`src/design/fmbq_ram.sv`:
```
// Generic single-write, single-read RAM with registered read data.
`timescale 1ns / 1ps
module fmbq_ram #(
  parameter int WIDTH = 32,
  parameter int DEPTH = 64
) (
  input  logic                     clk,
  input  logic                     we,
  input  logic [$clog2(DEPTH)-1:0] waddr,
  input  logic [WIDTH-1:0]         wdata,
  input  logic [$clog2(DEPTH)-1:0] raddr,
  output logic [WIDTH-1:0]         rdata
);

  logic [WIDTH-1:0] mem [DEPTH];

  // Write port and registered read port
  always_ff @(posedge clk) begin
    if (we) begin
      mem[waddr] <= wdata;
    end
    rdata <= mem[raddr];
  end

endmodule

```
`config.mk`:
```
export PLATFORM = sky130hd
export DESIGN_NAME = fmbq_ram
export DESIGN_NICKNAME = d
export VERILOG_FILES = /design/src/design/fmbq_ram.sv
export SDC_FILE = /design/constraint.sdc
export NUM_CORES = 2
export LEC_CHECK = 0
export ABC_CLOCK_PERIOD_IN_PS = 7950
export BUFFER_PORTS_ARGS = -buffer_cell sky130_fd_sc_hd__buf_2
export CAP_MARGIN = 10
export CELL_PAD_IN_SITES_DETAIL_PLACEMENT = 0
export CELL_PAD_IN_SITES_GLOBAL_PLACEMENT = 2
export CORE_MARGIN = 2
export CORE_UTILIZATION = 30
export DETAILED_ROUTE_END_ITERATION = 8
export HOLD_SLACK_MARGIN = 0.02
export MAX_ROUTING_LAYER = met4
export PLACE_DENSITY_LB_ADDON = 0.1
export SYNTH_ARGS = -nofsm -noshare
export SYNTH_HDL_FRONTEND = slang
export SYNTH_SLANG_ARGS = --single-unit
export TNS_END_PERCENT = 10
```
`constraint.sdc`:
```
create_clock -name clk -period 7.95 [get_ports clk]
set_input_delay 1.59 -clock clk [delete_from_list [all_inputs] [get_ports clk]]
set_output_delay 1.59 -clock clk [all_outputs]
set_load 0.02 [all_outputs]
```
* Yosys cells after proc, flatten, opt, wreduce, memory -nomap -nowiden
Memory sizes are Yosys's and may differ from the RTL's. A register that Yosys moved wholly into a read port is not among the register bits.
Index checks and enable logic that the tools add are counted.
** Storage, ports and cells
- Flip-flop bits (word level) :: 0
- Bits in writable memories :: 2048
- Input port bits :: 46
- Output and inout bits :: 32
- Memories kept :: 1
** Operators by class
- Muxes and demuxes :: 2
** Memories
- mem :: words 64, bits a word 32, read ports 1, clocked after Yosys merged registers in 1, write ports 1, RTL line 15 : logic [WIDTH-1:0] mem [DEPTH];
** Operators with widths (count)
- $mux W1 :: 2

* Depth between registers and ports, before layout
- Depth after elaboration :: 2
- Mapped depth :: 10
- Mapped depth without buffers :: 5

* Worst setup path before layout
OpenSTA, ideal clock, no wires.
- Kind :: in2reg
- From :: in waddr[3]
- To :: mem mem[48][0] (enable)
- Library setup time :: 461 ps
- Data arrival time :: 4289 ps
- Path slack :: 3200 ps
- Stages on the path :: 4
- Path buffers :: 1
- Cell sequence :: clkbuf_1 nor2b_1 nand4b_1 nor3_1
** RTL lines
- from (decl) :: RTL line 9 : input logic [$clog2(DEPTH)-1:0] waddr,
- to (decl) :: RTL line 15
No word-level cell before the write port.

==> flow_summary.yaml <==
logic_synthesis:
  synth.top_cell.area_share_pct: 78.33
  synth.distinct_cells: 34
  synthCells: 3324
  yosysWarnings: 0
  ys_top_cells_by_area: "edfxtp_1 78%, mux4_2 16%, mux2i_1 1.2%, dfxtp_1 0.82%, o22ai_1 0.67%"
  synth-edff-count: 2048
  synth_common_cells: "2,048 x edfxtp_1, 544 x mux4_2, 137 x nor2_1"
  synth_nets: 3370
  synth_top_area_cell: "edfxtp_1"
  seq_area_frac_synth_pct: 79.14
  synth_seq_cells: 2080
  synth_most_common_cell: "edfxtp_1"
  synth_area_um2: 78520
  async_reset_ff_share_pct: 0
  avgSynthCellArea_um2: 23.62
  synth_top_flop_cell: "edfxtp_1"
routing:
  ant_nets: 0
  drc_errors: 0
  vias: 36740
  wire_per_inst_um: 33.73
  dr.pass1.iters: 6
  drt-vias-per-instance: 5.044
  drt_iter0_markers: 3812
  wirelength_um: 245700
floorplan:
  core-area_um2: 259900
  die-height_um: 515.6
  dieArea_um2: 265800
  rows: 187
  die_w_um: 515.6
  io_pins: 78
  start_util_pct: 30.20
clock_tree:
  htree_levels: 4
  numCtsBuffers: 229
  hold_buffers: 0
  path_clk_slew_ns: 0.06
  cts_buffer_depth: 3
  cts_tree: "built"
  post_cts_buffers: 0
  clock-root-buffer: "clkbuf_16"
  clock-sinks: 2080
  insertion_delay_ns: 0.87
  cts_resized: 0
final_layout:
  area_growth_pct: 16.26
  fillers: 23850
  nNetsFinal: 3621
  drive_above_1_share_pct: 30.27
  fin_cells: 7283
timing:
  worst_slack_ns: 3.525
  min_period_ns: 4.425
  rsz0062_at_grt: "no"
  slew_violations: 0
  hold_viol: 0
  tns_ns: 0
  slew_headroom_pct: 16.25
  skew_ns: 0.03219
  setup_viol: 0
  period_share_pct: 55.66
  worst-slew-pin-transition_ns: 1.256
  max_freq_mhz: 226.0
min_path:
  min_path_cells: 4
  whs_endpoint: "rdata[8]$_DFF_P_"
  hp-class: "reg2reg"
  hold_start: "mem[13][8]$_DFFE_PP_"
critical_path:
  cp.required_ns: 8.62
  end_kind: "flip-flop"
  cp_data_arrival_time_ns: 5.09
  start_kind: "input port"
  r2r_slack_ns: 5.21
  r2r_cells: 4
  path_delay_family: "multiplexers"
  cp-startpoint: "raddr[0]"
  slowest_delay_ns: 0.93
  cp.buffers_inverters: 2
  crit_path_top_delay_cell: "o22ai_1"
  r2r_end: "rdata[24]$_DFF_P_"
  r2r_start: "mem[12][24]$_DFFE_PP_"
  path_cells: "buf_8 -> buf_12 -> mux4_2 -> mux4_2 -> o22ai_1 -> nor2_1"
  crit_type: "in2reg"
  cp_max_fo: 72
  crit_top_cell: "mux4_2"
grt:
  grt-ovfl-total: 0
  grt_antenna_before_repair: 21
  grt_start_max_net_pins: 90
  grt_use_total_pct: 19.05
  grt_first_pass_wirelength_um: 332800
  grt_pass1_vias: 39180
outcome:
  status: "finished, final reports clean"
placement:
  portBuffers: 77
  placed_cells: 6839
  dp_hpwl_um: 132900
  pre_cts_ws_ns: 2.450
  place_congestion: 0.7352
pwr:
  power.density_nw_per_um2: 258.7
  power_leakage_nw: 27.93
  ir_drop_mv: 0.2191
job:
  max_cap_viol_count: 0
==> routing by layer <==
layer  track usage, %  vias up  share of wire (%)
li1                 -    14850                  -
met1            25.61    20640                 44
met2            30.45      951                 49
met3            2.545      299                4.6
met4            5.172        0                2.5
met5                -        -                  0
==> sequential cells by signal, indices dropped and copies added, names as in the netlist <==
register  cells
rdata        32
mem        2048
==> tightest hold or removal path, stage by stage, from the launching register on <==
cell	delay (ns)
edfxtp_1	0.31
mux2i_1	0.06
nand2_1	0.06
a311oi_1	0.08
nor3_1	0.17
==> power by group <==
part	switching, mW	leakage [nW]	internal [mW]
Combinational	0.766	5.68	0.401
Sequential	0.0478	18.7	12.1
Clock	4.32	3.56	5.93
Total	5.13	27.9	18.5
==> cells by family after synthesis <==
kind of cell	Yosys count	synth area share [%]
compound gates	202	1.673
buf+inv	182	1.128
flops	2080	79.14
mux	637	16.79
simple gates	223	1.265
==> layout by cell type (no fill, tap or decap), types with 3 or more instances in the layout <==
master,n
nand2b_1,5
a21oi_1,62
a22oi_1,12
mux2i_1,93
a41o_1,4
clkbuf_1,55
a311oi_1,8
nor2_4,62
nor2b_1,14
nor3_1,5
mux4_2,544
and3_1,4
o22ai_1,84
clkbuf_8,3
clkinv_1,54
o32ai_1,4
nand2b_2,3
buf_12,11
buf_2,73
or3b_2,3
o221ai_1,27
nand2_1,26
bufinv_16,16
nand3b_1,5
dfxtp_1,32
buf_8,3
inv_6,5
edfxtp_1,2048
clkbuf_16,235
clkinv_2,51
nor2_1,75
diode_2,11
or3_1,3
buf_4,113
nand3_1,5
clkinvlp_4,7
clkinv_8,3
==> metrics by stage <==
| step | hold WS (ns) | util (%) | instance area, um2 | power [mW] |
|---|---|---|---|---|
| 2_1_floorplan | 0.6632 | - | 78520 | 13.01 |
| 3_3_place_gp | 0.7979 | 32.29 | 83940 | 13.61 |
| 3_5_place_dp | 0.7266 | 32.30 | 83970 | 13.64 |
| 4_1_cts | 0.7383 | 35.10 | 91230 | 23.95 |
| 5_1_grt | 0.8231 | 35.11 | 91270 | 24.41 |
| 6_report | 0.7335 | 35.11 | 91280 | 23.61 |
==> area by class of cell <==
class	count	area [um2]	area share (%)
antenna	11	27.53	0.03016
clock buffer	293	6128	6.714
clock inverter	139	1131	1.239
multi-input combinational	1062	15980	17.50
sequential	2080	62140	68.08
tap	3496	4374	4.792
timing repair buffer	202	1501	1.645
==> how the worst max path moves through the flow <==
stage,cells past startpoint,slack (ns),end
2_1_floorplan,4,3.20,mem[48][0]$_DFFE_PP_
3_3_place_gp,6,2.40,rdata[1]$_DFF_P_
3_5_place_dp,8,2.45,rdata[17]$_DFF_P_
4_1_cts,8,3.43,rdata[17]$_DFF_P_
5_1_grt,8,3.29,rdata[17]$_DFF_P_
6_report,6,3.52,rdata[24]$_DFF_P_
Note: power is estimated with default switching activity, not from simulation.
